## config.mk

```make
export PLATFORM = sky130hd
export DESIGN_NAME = rational_normalizer
export DESIGN_NICKNAME = d
export VERILOG_FILES = /design/src/hdl/rn_pkg.sv /design/src/hdl/rn_divider.sv /design/src/hdl/rational_normalizer.sv
export SDC_FILE = /design/constraint.sdc
export NUM_CORES = 1
export LEC_CHECK = 0
export BUFFER_PORTS_ARGS = -buffer_cell sky130_fd_sc_hd__buf_4
export CAP_MARGIN = 20
export CORE_ASPECT_RATIO = 2
export CORE_MARGIN = 8
export CORE_UTILIZATION = 55
export CTS_CLUSTER_DIAMETER = 60
export CTS_CLUSTER_SIZE = 40
export DETAILED_ROUTE_END_ITERATION = 16
export HOLD_SLACK_MARGIN = 0.15
export PLACE_DENSITY = 0.75
export SYNTH_ARGS = -nofsm -noshare
export SYNTH_HDL_FRONTEND = slang
export SYNTH_SLANG_ARGS = --single-unit
export TNS_END_PERCENT = 10
```

## constraint.sdc

```tcl
create_clock -name clk_i -period 5.6 [get_ports clk_i]
set_input_delay 1.12 -clock clk_i [delete_from_list [all_inputs] [get_ports clk_i]]
set_output_delay 1.12 -clock clk_i [all_outputs]
set_load 0.05 [all_outputs]
```

## src/hdl/rn_pkg.sv

```systemverilog
// ----------------------------------------------------------------------------
// Rational normaliser package
// Shared default data width and the sequencer state type.
// ----------------------------------------------------------------------------
`default_nettype none

package rn_pkg;

  localparam int unsigned DATA_WIDTH_DEF = 32;

  typedef enum logic [2:0] {
    ST_IDLE,
    ST_GCD_GO,
    ST_GCD_WAIT,
    ST_NUM_GO,
    ST_NUM_WAIT,
    ST_DEN_GO,
    ST_DEN_WAIT
  } rn_state_e;

endpackage

`default_nettype wire

```

## src/hdl/rn_divider.sv

```systemverilog
// ----------------------------------------------------------------------------
// Rational normaliser divider
// Restoring unsigned divider, one quotient bit per cycle; gives quotient and
// remainder and pulses done for one cycle when finished.
// ----------------------------------------------------------------------------
`default_nettype none

module rn_divider #(
  parameter int unsigned Width = rn_pkg::DATA_WIDTH_DEF - 1
) (
  input  wire logic             clk_i,
  input  wire logic             rst_ni,
  input  wire logic             go_i,
  input  wire logic [Width-1:0] dividend_i,
  input  wire logic [Width-1:0] divisor_i,
  output logic      [Width-1:0] quotient_o,
  output logic      [Width-1:0] remainder_o,
  output logic                  done_o
);

  localparam int unsigned CntW = $clog2(Width);

  logic [Width-1:0] quo_q, quo_d;
  logic [Width-1:0] rem_q, rem_d;
  logic [Width-1:0] dvs_q, dvs_d;
  logic [CntW-1:0]  cnt_q, cnt_d;
  logic             run_q, run_d;
  logic             done_q, done_d;
  logic [Width:0]   trial;

  always_comb begin
    quo_d  = quo_q;
    rem_d  = rem_q;
    dvs_d  = dvs_q;
    cnt_d  = cnt_q;
    run_d  = run_q;
    done_d = 1'b0;
    trial  = {rem_q, quo_q[Width-1]} - {1'b0, dvs_q};
    if (go_i && !run_q) begin
      quo_d = dividend_i;
      rem_d = '0;
      dvs_d = divisor_i;
      cnt_d = CntW'(Width - 1);
      run_d = 1'b1;
    end else if (run_q) begin
      if (!trial[Width]) begin
        rem_d = trial[Width-1:0];
        quo_d = {quo_q[Width-2:0], 1'b1};
      end else begin
        rem_d = {rem_q[Width-2:0], quo_q[Width-1]};
        quo_d = {quo_q[Width-2:0], 1'b0};
      end
      if (cnt_q == '0) begin
        run_d  = 1'b0;
        done_d = 1'b1;
      end else begin
        cnt_d = cnt_q - 1'b1;
      end
    end
  end

  always_ff @(posedge clk_i or negedge rst_ni) begin
    if (!rst_ni) begin
      run_q  <= 1'b0;
      done_q <= 1'b0;
      cnt_q  <= '0;
    end else begin
      run_q  <= run_d;
      done_q <= done_d;
      cnt_q  <= cnt_d;
    end
  end

  always_ff @(posedge clk_i) begin
    quo_q <= quo_d;
    rem_q <= rem_d;
    dvs_q <= dvs_d;
  end

  assign quotient_o  = quo_q;
  assign remainder_o = rem_q;
  assign done_o      = done_q;

endmodule

`default_nettype wire

```

## src/hdl/rational_normalizer.sv

```systemverilog
// ----------------------------------------------------------------------------
// Rational normaliser
// Reduces a signed fraction to lowest terms: Euclid's remainder loop on the
// magnitudes, then both magnitudes divided by the GCD, sign reapplied.
// ----------------------------------------------------------------------------
// Timing: a word is taken when start is high and busy is low. A zero
// numerator or zero denominator gives its 0/1 result in the next cycle with
// busy staying low. Otherwise busy rises and stays high until the result
// appears, and the next word can be taken once busy is low again. Each Euclid
// remainder step (1 up to about 1.44 * DATA_WIDTH of them) and both final
// divisions run through the one bit-serial divider, one quotient bit a cycle.
// Each result is shown for one cycle with valid_o high and must be taken
// then; the receiver cannot stall it. busy falls in the cycle the result
// appears.
// ----------------------------------------------------------------------------
`default_nettype none

module rational_normalizer #(
  parameter int unsigned DATA_WIDTH = rn_pkg::DATA_WIDTH_DEF
) (
  input  wire logic                         clk_i,
  input  wire logic                         rst_ni,
  input  wire logic                         start,
  output logic                              busy,
  input  wire logic signed [DATA_WIDTH-1:0] num_in_i,
  input  wire logic signed [DATA_WIDTH-1:0] den_in_i,
  output logic                              valid_o,
  output logic signed      [DATA_WIDTH-1:0] num_out_o,
  output logic             [DATA_WIDTH-2:0] den_out_o,
  output logic                              zero_den_error_o
);

  localparam int unsigned MagW = DATA_WIDTH - 1;

  rn_pkg::rn_state_e state_q, state_d;

  logic [MagW-1:0]       a_q, a_d;
  logic [MagW-1:0]       b_q, b_d;
  logic [MagW-1:0]       nmag_q, nmag_d;
  logic [MagW-1:0]       dmag_q, dmag_d;
  logic                  neg_q, neg_d;
  logic                  valid_q, valid_d;
  logic [DATA_WIDTH-1:0] num_out_q, num_out_d;
  logic [MagW-1:0]       den_out_q, den_out_d;
  logic                  err_q, err_d;

  logic [DATA_WIDTH-1:0] num_abs, den_abs;
  logic [MagW-1:0]       num_mag, den_mag;

  logic                  div_go;
  logic [MagW-1:0]       div_a, div_b;
  logic [MagW-1:0]       div_quo, div_rem;
  logic                  div_done;

  // Magnitudes, saturating the most negative code.
  always_comb begin
    num_abs = num_in_i[DATA_WIDTH-1] ? (~num_in_i + 1'b1) : num_in_i;
    den_abs = den_in_i[DATA_WIDTH-1] ? (~den_in_i + 1'b1) : den_in_i;
    num_mag = num_abs[DATA_WIDTH-1] ? '1 : num_abs[MagW-1:0];
    den_mag = den_abs[DATA_WIDTH-1] ? '1 : den_abs[MagW-1:0];
  end

  rn_divider #(
    .Width(MagW)
  ) u_divider (
    .clk_i      (clk_i),
    .rst_ni     (rst_ni),
    .go_i       (div_go),
    .dividend_i (div_a),
    .divisor_i  (div_b),
    .quotient_o (div_quo),
    .remainder_o(div_rem),
    .done_o     (div_done)
  );

  always_comb begin
    state_d   = state_q;
    a_d       = a_q;
    b_d       = b_q;
    nmag_d    = nmag_q;
    dmag_d    = dmag_q;
    neg_d     = neg_q;
    valid_d   = 1'b0;
    num_out_d = num_out_q;
    den_out_d = den_out_q;
    err_d     = err_q;
    div_go    = 1'b0;
    div_a     = a_q;
    div_b     = b_q;
    case (state_q)
      rn_pkg::ST_IDLE: begin
        if (start) begin
          neg_d = num_in_i[DATA_WIDTH-1] ^ den_in_i[DATA_WIDTH-1];
          if (den_mag == '0) begin
            valid_d   = 1'b1;
            num_out_d = '0;
            den_out_d = MagW'(1);
            err_d     = 1'b1;
          end else if (num_mag == '0) begin
            valid_d   = 1'b1;
            num_out_d = '0;
            den_out_d = MagW'(1);
            err_d     = 1'b0;
          end else begin
            a_d     = num_mag;
            b_d     = den_mag;
            nmag_d  = num_mag;
            dmag_d  = den_mag;
            state_d = rn_pkg::ST_GCD_GO;
          end
        end
      end
      rn_pkg::ST_GCD_GO: begin
        div_go  = 1'b1;
        state_d = rn_pkg::ST_GCD_WAIT;
      end
      rn_pkg::ST_GCD_WAIT: begin
        if (div_done) begin
          a_d = b_q;
          b_d = div_rem;
          if (div_rem == '0) begin
            state_d = rn_pkg::ST_NUM_GO;
          end else begin
            state_d = rn_pkg::ST_GCD_GO;
          end
        end
      end
      rn_pkg::ST_NUM_GO: begin
        div_go  = 1'b1;
        div_a   = nmag_q;
        div_b   = a_q;
        state_d = rn_pkg::ST_NUM_WAIT;
      end
      rn_pkg::ST_NUM_WAIT: begin
        if (div_done) begin
          nmag_d  = div_quo;
          state_d = rn_pkg::ST_DEN_GO;
        end
      end
      rn_pkg::ST_DEN_GO: begin
        div_go  = 1'b1;
        div_a   = dmag_q;
        div_b   = a_q;
        state_d = rn_pkg::ST_DEN_WAIT;
      end
      rn_pkg::ST_DEN_WAIT: begin
        if (div_done) begin
          valid_d   = 1'b1;
          num_out_d = neg_q ? (~{1'b0, nmag_q} + 1'b1) : {1'b0, nmag_q};
          den_out_d = div_quo;
          err_d     = 1'b0;
          state_d   = rn_pkg::ST_IDLE;
        end
      end
      default: begin
        state_d = rn_pkg::ST_IDLE;
      end
    endcase
  end

  always_ff @(posedge clk_i or negedge rst_ni) begin
    if (!rst_ni) begin
      state_q <= rn_pkg::ST_IDLE;
      valid_q <= 1'b0;
    end else begin
      state_q <= state_d;
      valid_q <= valid_d;
    end
  end

  always_ff @(posedge clk_i) begin
    a_q       <= a_d;
    b_q       <= b_d;
    nmag_q    <= nmag_d;
    dmag_q    <= dmag_d;
    neg_q     <= neg_d;
    num_out_q <= num_out_d;
    den_out_q <= den_out_d;
    err_q     <= err_d;
  end

  assign busy             = (state_q != rn_pkg::ST_IDLE);
  assign valid_o          = valid_q;
  assign num_out_o        = num_out_q;
  assign den_out_o        = den_out_q;
  assign zero_den_error_o = err_q;

endmodule

`default_nettype wire

```

# Word-level counts from Yosys, hierarchy flattened
# Index checks and enable logic that the tools add are counted.
dict set report op_classes {
  addsub 5
  eq_ne 14
  n_bitwise 6
  reduce_logical 21
  mux 60
}
# op n
set ops {}
lappend ops {{two-way mux 31 bit} 18}
lappend ops {{case mux 31 bit (2 select lines)} 5}
lappend ops {{two-way mux 32 bit} 7}
lappend ops {{adder 32 x 1 -> 32 bit (second input constant)} 3}
lappend ops {{zero test 31 bit} 3}
lappend ops {{inverter 32 bit} 2}
lappend ops {{case mux 32 bit (2 select lines)} 1}
lappend ops {{inverter 31 -> 32 bit} 1}
lappend ops {{subtractor 32 x 31 -> 32 bit} 1}
lappend ops {{case mux 3 bit (7 select lines)} 1}
lappend ops {{two-way mux 3 bit} 6}
lappend ops {{two-way mux 1 bit} 16}
lappend ops {{two-way mux 5 bit} 3}
lappend ops {{AND reduction 5 bit} 2}
lappend ops {{== test 3 bit (second input constant)} 3}
lappend ops {{!= test 2 x 1 -> 1 bit (second input constant)} 4}
lappend ops {{AND reduction 4 bit} 2}
lappend ops {{nonzero test 2 bit} 4}
lappend ops {{== test 3 x 2 -> 1 bit (second input constant)} 2}
lappend ops {{!= test 2 bit (second input constant)} 3}
lappend ops {{AND reduction 6 bit} 1}
lappend ops {{zero test 5 bit} 1}
lappend ops {{subtractor 5 x 1 -> 5 bit (second input constant)} 1}
lappend ops {{case mux 1 bit (2 select lines)} 2}
lappend ops {{12 further kinds} 14}
dict set report totals {
  wordCells 122
  regBits 293
}

# Longest topological paths before layout
# Gate-level depths: netlist of the first run.
dict set report depth {
  depth_word 9
  ltp_mapped 15
  ltp_nobuf 13
}

# Hierarchy
# Synthesis of the first run repeated with hierarchy kept, for this count alone.
dict set report hier_totals {
  cells_unflattened 1781
  area_unflattened_um2 17379.2
}
# module cells_each instances area_each_um2 seq_area_each_um2
set by_module_without_submodules {}
lappend by_module_without_submodules {rational_normalizer 1194 1 11638.7 5775.5}
lappend by_module_without_submodules {rn_divider 587 1 5740.5 2657.5}

# Worst setup path before layout of the first run
# OpenSTA, ideal clock, no wires.
dict set report synth_path {
  path_kind {input to register}
  from {input num_in_i[6]}
  to {register a_q[0], enable pin}
  path_stages 12
  setup_ns 0.490
  arrival_ns 6.476
  path_slack_ns -1.365
  required_ns 5.110
  n_path_buf 2
  path_cell_list {buf_2 or4_4 or4_4 buf_6 or4_1 o21a_4 nand2b_1 mux2i_1 nor3_1 nand4_1 o31ai_4 o21ai_1}
}
dict set report synth_via {
  elab_chain_cells 7
}
# element line
set synth_lines {}
lappend synth_lines {{start: declaration} rational_normalizer.sv:25} ;# input wire logic signed [DATA_WIDTH-1:0] num_in_i,
lappend synth_lines {{inverter 32 bit} rational_normalizer.sv:57} ;# num_abs = num_in_i[DATA_WIDTH-1] ? (~num_in_i + 1'b1) : num_in_i;
lappend synth_lines {{adder 32 x 1 -> 32 bit} rational_normalizer.sv:57}
lappend synth_lines {{two-way mux 32 bit *} rational_normalizer.sv:57}
lappend synth_lines {{two-way mux 31 bit *} rational_normalizer.sv:59} ;# num_mag = num_abs[DATA_WIDTH-1] ? '1 : num_abs[MagW-1:0];
lappend synth_lines {{zero test 31 bit *} rational_normalizer.sv:99} ;# end else if (num_mag == '0) begin
lappend synth_lines {{!= test 2 bit (no source line) *} n/a}
lappend synth_lines {{AND reduction 5 bit (no source line) *} n/a}
lappend synth_lines {{end signal: assignment} rational_normalizer.sv:172} ;# a_q <= a_d;
lappend synth_lines {{end: declaration} rational_normalizer.sv:37} ;# logic [MagW-1:0] a_q, a_d;
# Mark *: on every way between the ends. The rest lies on a longest branch, timed or not.
# A chain may end at the register's enable or synchronous reset.

# Final worst setup path of the first run
dict set report layout_path {
  from {input den_in_i[5]}
  to {register num_out_q[6] (netlist: num_out_o[6]), enable pin}
}
dict set report layout_via {
  elab_chain_cells 7
}
# element line
set layout_lines {}
lappend layout_lines {{start: declaration} rational_normalizer.sv:26} ;# input wire logic signed [DATA_WIDTH-1:0] den_in_i,
lappend layout_lines {{inverter 32 bit} rational_normalizer.sv:58} ;# den_abs = den_in_i[DATA_WIDTH-1] ? (~den_in_i + 1'b1) : den_in_i;
lappend layout_lines {{adder 32 x 1 -> 32 bit} rational_normalizer.sv:58}
lappend layout_lines {{two-way mux 32 bit *} rational_normalizer.sv:58}
lappend layout_lines {{two-way mux 31 bit *} rational_normalizer.sv:60} ;# den_mag = den_abs[DATA_WIDTH-1] ? '1 : den_abs[MagW-1:0];
lappend layout_lines {{zero test 31 bit *} rational_normalizer.sv:94} ;# if (den_mag == '0) begin
lappend layout_lines {{!= test 3 bit (no source line) *} n/a}
lappend layout_lines {{AND reduction 4 bit (no source line) *} n/a}
lappend layout_lines {{end signal: assignment} rational_normalizer.sv:177} ;# num_out_q <= num_out_d;
lappend layout_lines {{end: declaration} rational_normalizer.sv:43} ;# logic [DATA_WIDTH-1:0] num_out_q, num_out_d;
# Marked as above.

==> impl_results.md, run 1 <==
* Crit path max-delay family: simple AND/OR/NAND/NOR gates
* DR vias at roughly 13000
* I/O Pins at around 130
* Post-route setup slack at 761 ps
* Placed inst area at roughly 0.018 mm2
* CTS Root Cell: clkbuf_16
* Diodes inserted at 0
* Clock tree sinks at between 200 and 300
* Reg2Reg Setup Slack at about 1400 ps
* Cts bufs inserted at 13
* Initial antenna violation count at 0
* CTS H-tree lvls at 1
* Post-Synth Adder-Cell Area at 2.86%
* Drt total wl at 46200 um
* Largest net degree at the start of global routing at 86
* Ys flop type: edfxtp_1
* Worst setup path class: in2reg
* Syn Std Cell Area at around 0.016 mm2
* M1 WL at between 15000 and 20000 um
* Final Max Tran Viols at 0
* Fin crit share at 86.4%
* I/O Buffers at approximately 130
* Placed insts at 2061
* Buf/Inv on CP at 2
* Hold Vio Cnt, Final at 0
* Number of synthesized flops with an enable pin at 251
* Achievable Freq at ~210 MHz
* Vias in the first global route at approximately 13000
* Layout cells sized above 1 at between 15 and 20%
* Detailed-router iteration count before antenna repair at 6
* Worst EP arrival at 5020 ps
* Fin util at approximately three fifths
* Syn. warnings at 0
* Design area at between 0.015 and 0.02 mm2
* Reg-to-Reg Start: u_divider.quotient_o[30]
* Setup WS pre-CTS at between 200 and 300 ps
* Reg2reg path depth at 13
* Worst-Margin Slew at slightly below 1000 ps
* Total power at 0.00389 W
* Syn Nets at roughly 1700
* Reg-to-Reg End: u_divider.remainder_o[30]
* Final GP Congestion at approximately 0.92
* Min Tclk post-route at 4840 ps
* Hold Crit Class: in2async
* Avg Synthesized Cell Area at just over 10 um2
* Unique cell type count in the Yosys netlist at around 70
* Post-synthesis register bit count at around 290
* Critical Path Fanout Max at 64
* Compound-gate portion of the synthesized area at between 10% and 20%
* Nets at 1816
* Area delta synth->final at 11.3%
* Global-route wire length before repair at slightly above 70000 um
* TritonCTS clock tree: yes
* Drt initial violations at around 1200
* Area of the core at 0.0295 mm2
* Req. time, crit path at 5780 ps
* Post-synthesis cell count at between 1500 and 2000
* Vias/cell at roughly 6.4
* Remaining DRCs at 0
* Post-CTS Repair Setup Buffers at 0
* Synth Area in XOR/XNOR at just under 6%
* Cells along the critical path: buf_4 > or3_1 > or4_1 > o31ai_1 > xor2_1 > nand4_1 > nor4b_1 > nand4b_1 > or4_1 > o31ai_4 > a22o_2 > buf_12
* Final setup fails at 0
* Die Span Y at 260 um
* Initial Util at 55.7%
* Slew margin rel. at 35.3%
* Simple-Gate Fraction of Synth Area at approximately 17%
* Total Routing Usage GR at ~25%
* Die ar. at 0.0360 mm2
* Status: finished clean
* Critical Path End Type: flop
* Non-Filler Instances at 2083
* Worst stage delay on the critical path at around 660 ps
* WL met3 at between 2000 and 3000 um
* Clk buf depth at 3
* Max Used Layer: met4
* Most frequent cells in the layout: edfxtp_1, nor2_1, nand2_1
* Worst skew pair latency at around 530 ps
* Largest family of logic cells by synthesized area: simple AND/OR/NAND/NOR gates
* Hold buffers post-CTS at 0
* Die width at 138 um
* Pleak at slightly above 7 nW
* FFs w/ async S/R, synth at between 3 and 4%
* Slowest stage cell, crit path: or4_1
* Unrepaired setup endpoints after global routing: no
* Nature of the critical path startpoint: input pin
* Setup Skew at slightly above 40 ps
* Post-DRT Antenna Nets at 0
* Worst VDD drop at between 150 and 200 uV
* Routed wire length per instance at roughly 22 um
* Post-synthesis sequential area ratio at about half
* Max-cap violations at 0
* Hpwl dp at around 35000 um
* Power per Cell Area at approximately 210 mW/mm2
* Rows at slightly below 90
* Total congestion overflow at 0
* Clock-pin slew on the worst setup and hold paths at 140 ps
* Commonest non-fill, non-tap cell in the layout: edfxtp_1
* Post-CTS sizing at 0
* Most common cell on crit path: or4_1
* Met2 WL at ~24000 um
* Multiplexer share of the synthesized area at under 10%
-- flip-flops by register name, summed over array words and instances, names as in the netlist --
signal,flops
u_divider.remainder_o,31
nmag_q,31
state_q,3
den_out_o,31
u_divider.run_q,1
u_divider.cnt_q,5
valid_o,1
b_q,31
u_divider.done_o,1
dmag_q,31
u_divider.dvs_q,31
u_divider.quotient_o,31
num_out_o,32
a_q,31
zero_den_error_o,1
neg_q,1
-- cells by family (layout without fill, tap and decap cells) --
logic type / Yosys count / count (layout)
simple gates: 601 / 601
mux: 49 / 49
fa+ha+maj: 37 / 37
buf+inv: 155 / 244
flops: 293 / 293
compound gates: 387 / 387
xor+xnor: 108 / 108
-- area by class of cell --
| type | instances | area, um2 |
|---|---|---|
| clock buffer | 14 | 329 |
| clock inverter | 8 | 149 |
| fill | 2448 | 11200 |
| inverter | 58 | 218 |
| multi-input combinational | 1182 | 7450 |
| sequential | 293 | 8430 |
| tap | 364 | 455 |
| timing repair buffer | 164 | 1260 |
-- power by group --
part	total (W)	internal (W)	switching (W)
clock network	0.00129	0.000528	0.000758
registers	0.00235	0.00235	0.0000000125
logic	0.000254	0.0000969	0.000157
total	0.00389	0.00297	0.000914
-- worst max path at each step --
stage,start,to,cells past startpoint
floorplan,num_in_i[6],nmag_q[0],12
global placement,den_in_i[5],nmag_q[4],13
detailed placement,den_in_i[5],den_out_o[1],12
CTS,den_in_i[5],num_out_o[6],12
global route,den_in_i[5],num_out_o[5],12
finish,den_in_i[5],num_out_o[6],12
-- stage by stage --
stage,hold slack (ps),setup TNS (ps)
finish,389,0
global route,396,0
CTS,388,0
detailed placement,505,0
global placement,493,0
floorplan,460,-4730
-- per-layer routing --
metal,vias up,global-route usage (%)
met5,-,0
met4,0,10.9
met3,100,2.66
met2,610,45.2
met1,6344,28.5
li1,6180,-
-- synth_stat cells, types with 36 or more instances --
cell      number  area (um2)
edfxtp_1     251        7540
nor2_1       200         751
nand2_1      179         672
a31oi_1      100         626
clkbuf_1      89         334
xor2_1        82         718
o21ai_0       61         305
inv_1         57         214
a21oi_1       51         255
nand3_1       46         230
mux2_2        37         417
ha_1          36         450
(Power assumes the default switching activity.)
==> inputs of run 2 (changes only) <==
ABC_AREA = 1   (was not set)
==> run 2 against run 1 <==
Synthesized area increased by 7.2%. Clock power up 8%. Sequential power about the same. First-iteration DRC count is 15% higher. Die area grew 6.6%. Clock-buffer cell count up 2. Sequential share of layout area fell by 3.0 points. Combinational power rose by 28%. Synthesized cell count increased by 36%. Highest routed layer unchanged.
==> impl_results.md, run 2 <==
* Comb pwr share at 8.0% (was 6.5%)
* Die ar. at 0.0384 mm2 (was 0.0360 mm2)
* Commonest non-fill, non-tap cell in the layout: nand2_1 (was edfxtp_1)
* GR Layer Usage met1 at 32.3% (was 28.5%)
* Initial Util at 55.8% (was 55.7%)
* Final GP Congestion at 1.06 (was 0.920)
* Total Routing Usage GR at 32.2% (was 24.7%)
* Rows at 92 (was 89)
* Top-count cell post-synth: nand2_1 (was edfxtp_1)
* Crit path max-delay family: simple AND/OR/NAND/NOR gates (unchanged)
* Min Tclk post-route at 4140 ps (was 4840 ps)
* Post-DRT Antenna Nets at 0 (unchanged)
* Cts bufs inserted at 14 (was 13)
* Worst-Margin Slew at 1080 ps (was 962 ps)
* Worst EP arrival at 4380 ps (was 5020 ps)
* Nature of the critical path startpoint: input pin (unchanged)
* Vias/cell at 5.85 (was 6.35)
* Most common cell on crit path: nor2_1 (was or4_1)
* Area of the core at 0.0315 mm2 (was 0.0295 mm2)
* Reg-to-Reg Start: u_divider.remainder_o[5] (was u_divider.quotient_o[30])
* Filler cells at 2875 (was 2448)
* P_sw at 0.00103 W (was 0.000914 W)
* Largest family of logic cells by synthesized area: simple AND/OR/NAND/NOR gates (unchanged)
* Post-synthesis cell count at 2210 (was 1630)
* Grt peak-use layer: met2 (unchanged)
* Max-cap violations at 0 (unchanged)
* Design area at 0.0196 mm2 (was 0.0183 mm2)
* Sw Ratio at 25.2% (was 23.5%)
* Synth Area in XOR/XNOR at 1.79% (was 5.87%)
* Compound-gate portion of the synthesized area at 12.8% (was 16.0%)
* Synth area leader: edfxtp_1 (unchanged)
* Hold Crit Class: in2async (unchanged)
* Post-synthesis sequential area ratio at 47.9% (was 51.3%)
* M3 GR Usage at 3.10% (was 2.66%)
* Critical Path End Type: flop (unchanged)
* Area delta synth->final at 11.2% (was 11.3%)
* Most frequent cells in the layout: nand2_1, inv_1, edfxtp_1 (was edfxtp_1, nor2_1, nand2_1)
* Die Span Y at 269 um (was 260 um)
* Sequential Power Share at 57.8% (was 60.4%)
* Achievable Freq at 242 MHz (was 207 MHz)
* Drt total wl at 61400 um (was 46200 um)
* Ys flop type: edfxtp_1 (unchanged)
* Buf/Inv on CP at 4 (was 2)
* Remaining DRCs at 0 (unchanged)
* Worst setup path class: in2reg (unchanged)
* Routed wire length per instance at 22.5 um (was 22.2 um)
* Post-synthesis register bit count at 293 (unchanged)
* Nets at 2402 (was 1816)
* Slew margin rel. at 28.2% (was 35.3%)
* Unique cell type count in the Yosys netlist at 57 (was 72)
* Int Pwr at 0.00304 W (was 0.00297 W)
* Avg Synthesized Cell Area at 7.97 um2 (was 10.1 um2)
* Worst skew pair latency at 550 ps (was 530 ps)
* Clock-pin slew on the worst setup and hold paths at 140 ps (about the same)
* Placed inst area at 0.0190 mm2 (was 0.0178 mm2)
* Slowest stage cell, crit path: nor2_1 (was or4_1)
* Multiplexer share of the synthesized area at 0% (was 3.27%)
* Syn Std Cell Area at 0.0176 mm2 (was 0.0164 mm2)
* FFs w/ async S/R, synth at 3.75% (unchanged)
* Syn Nets at 2314 (was 1734)
* Vias in the first global route at 16000 (was 12700)
* CTS H-tree lvls at 1 (unchanged)
* Hold Vio Cnt, Final at 0 (unchanged)
* Pleak at 8.21 nW (was 7.12 nW)
* Post-route setup TNS at 0 ps (unchanged)
* Hpwl dp at 48200 um (was 34800 um)
* Post-CTS sizing at 0 (unchanged)
* Largest net degree at the start of global routing at 98 (was 86)
* Multi-input gate area at 0.00790 mm2 (was 0.00745 mm2)
* Status: finished clean (unchanged)
* Top cells by count, synth: nand2_1, inv_1, edfxtp_1 (was edfxtp_1, nor2_1, nand2_1)
* CTS Root Cell: clkbuf_16 (unchanged)
* Unrepaired setup endpoints after global routing: no (unchanged)
* Post-Synth Adder-Cell Area at 2.67% (was 2.86%)
* Worst VDD drop at 307 uV (was 178 uV)
* Post-CTS Repair Setup Buffers at 0 (unchanged)
* Worst stage delay on the critical path at 650 ps (was 660 ps)
* Post-synth top area share at 42.8% (was 45.9%)
* Syn. warnings at 0 (unchanged)
* Global-route wire length before repair at 92400 um (was 71300 um)
* Fin crit share at 73.9% (was 86.4%)
* Reg-to-Reg End: u_divider.remainder_o[17] (was u_divider.remainder_o[30])
* TritonCTS clock tree: yes (unchanged)
* Reg2Reg Setup Slack at 2300 ps (was 1390 ps)
* Critical Path Fanout Max at 40 (was 64)
* Total congestion overflow at 0 (unchanged)
* Largest register FFs at 32 (unchanged)
* Hold buffers post-CTS at 0 (unchanged)
* Clk buf depth at 3 (unchanged)
* Clk pwr share at 34.3% (was 33.1%)
* Cells along the critical path: buf_4 > inv_1 > nor2_1 > nand3_1 > nor2_1 > nand4_1 > buf_4 > nand2_1 > nor2_1 > nand3_1 > nor2_1 > nand3_1 > nand2_2 > nand2_2 > o21ai_4 > buf_12 (was buf_4 > or3_1 > or4_1 > o31ai_1 > xor2_1 > nand4_1 > nor4b_1 > nand4b_1 > or4_1 > o31ai_4 > a22o_2 > buf_12)
* Final setup fails at 0 (unchanged)
* Die width at 143 um (was 138 um)
* Met2 Use GR at 58.9% (was 45.2%)
* DR vias at 16000 (was 13200)
* FF+latch area at 0.00843 mm2 (unchanged)
* Power per Cell Area at 208 mW/mm2 (was 212 mW/mm2)
* Number of synthesized flops with an enable pin at 251 (unchanged)
* Initial antenna violation count at 0 (unchanged)
* Req. time, crit path at 5840 ps (was 5780 ps)
* I/O Pins at 133 (unchanged)
* Simple-Gate Fraction of Synth Area at 27.4% (was 17.0%)
* Drt initial violations at 1416 (was 1226)
* Reg2reg path depth at 15 (was 13)
* Setup Skew at 54.4 ps (was 40.9 ps)
* Layout cells sized above 1 at 11.7% (was 15.0%)
* Area contributors post-synth: edfxtp_1, nand2_1, inv_1 (was edfxtp_1, nor2_1, xor2_1)
* Detailed-router iteration count before antenna repair at 7 (was 6)
* Final Max Tran Viols at 0 (unchanged)
* Clock tree sinks at 293 (unchanged)
* Diodes inserted at 0 (unchanged)
* I/O Buffers at 132 (unchanged)
[run 2: changes by cell type in the layout (fill, tap and decap cells not counted), sizes merged, moves of 28 or more]
cell | before | now
nand2 | 179 | 611
inv | 63 | 264
o21ai | 63 | 205
nand3 | 47 | 145
a31oi | 100 | 3
a21oi | 51 | 141
xor2 | 82 | 22
nor2 | 200 | 255
mux2 | 37 | 0
a22oi | 32 | 0
o31ai | 29 | 0
and2 | 33 | 5
[run 2: through the flow]
| step | hold slack (ps) | power, W | util [%] | worst slack [ps] | cells |
|---|---|---|---|---|---|
| after floorplan | 463 | 0.00256 | - | 88.5 | 2210 |
| after global placement | 475 | 0.00271 | 60.2 | 1010 | 2704 |
| after detailed placement | 483 | 0.00272 | 60.3 | 1010 | 2705 |
| after CTS | 383 | 0.00408 | 62.1 | 1580 | 2729 |
| after global routing | 384 | 0.00417 | 62.1 | 1200 | 2729 |
| final | 391 | 0.00407 | 62.1 | 1460 | 2729 |
[run 2: how the worst max path moves through the flow]
stage / start / end / slack [ps] / cells past startpoint
4_1_cts: num_in_i[31] / den_out_o[2] / 1580 / 16
3_5_place_dp: num_in_i[31] / den_out_o[4] / 1010 / 16
6_report: num_in_i[31] / den_out_o[2] / 1460 / 16
5_1_grt: num_in_i[31] / num_out_o[5] / 1200 / 16
3_3_place_gp: num_in_i[31] / den_out_o[5] / 1010 / 16
2_1_floorplan: num_in_i[0] / a_q[0] / 90 / 14
[run 2: cell families after synthesis]
| group | Yosys count |
|---|---|
| AND/OR/NAND/NOR | 1101 |
| AO/OA/AOI/OAI | 402 |
| buffers and inverters | 341 |
| flip-flops | 293 |
| adder cells (fa/ha/maj) | 37 |
| XOR/XNOR | 36 |
[run 2: layout make-up]
| cell class | instances | share of cell area, % |
|---|---|---|
| multi-input cells | 1576 | 40.3 |
| clock inverters | 8 | 0.914 |
| clock buffers | 16 | 1.94 |
| inverters | 262 | 5.02 |
| well taps | 423 | 2.70 |
| flip-flops and latches | 293 | 43.1 |
| repair buffers | 151 | 6.02 |
[run 2: metal layers]
layer  vias up  wire length [um]
li1       7541                 -
met1      7389             20300
met2       787             31800
met3       258              3510
met4         0              5750
met5         -                 0
[run 2: power groups by stage]
| stage | clock [W] | sequential, W | combinational (W) |
|---|---|---|---|
| 5_1_grt | 0.00147 | 0.00235 | 0.000349 |
| 3_3_place_gp | 0 | 0.00240 | 0.000313 |
| 4_1_cts | 0.00141 | 0.00235 | 0.000316 |
| 6_report | 0.00139 | 0.00235 | 0.000325 |
| 3_5_place_dp | 0 | 0.00240 | 0.000315 |
| 2_1_floorplan | 0 | 0.00240 | 0.000160 |
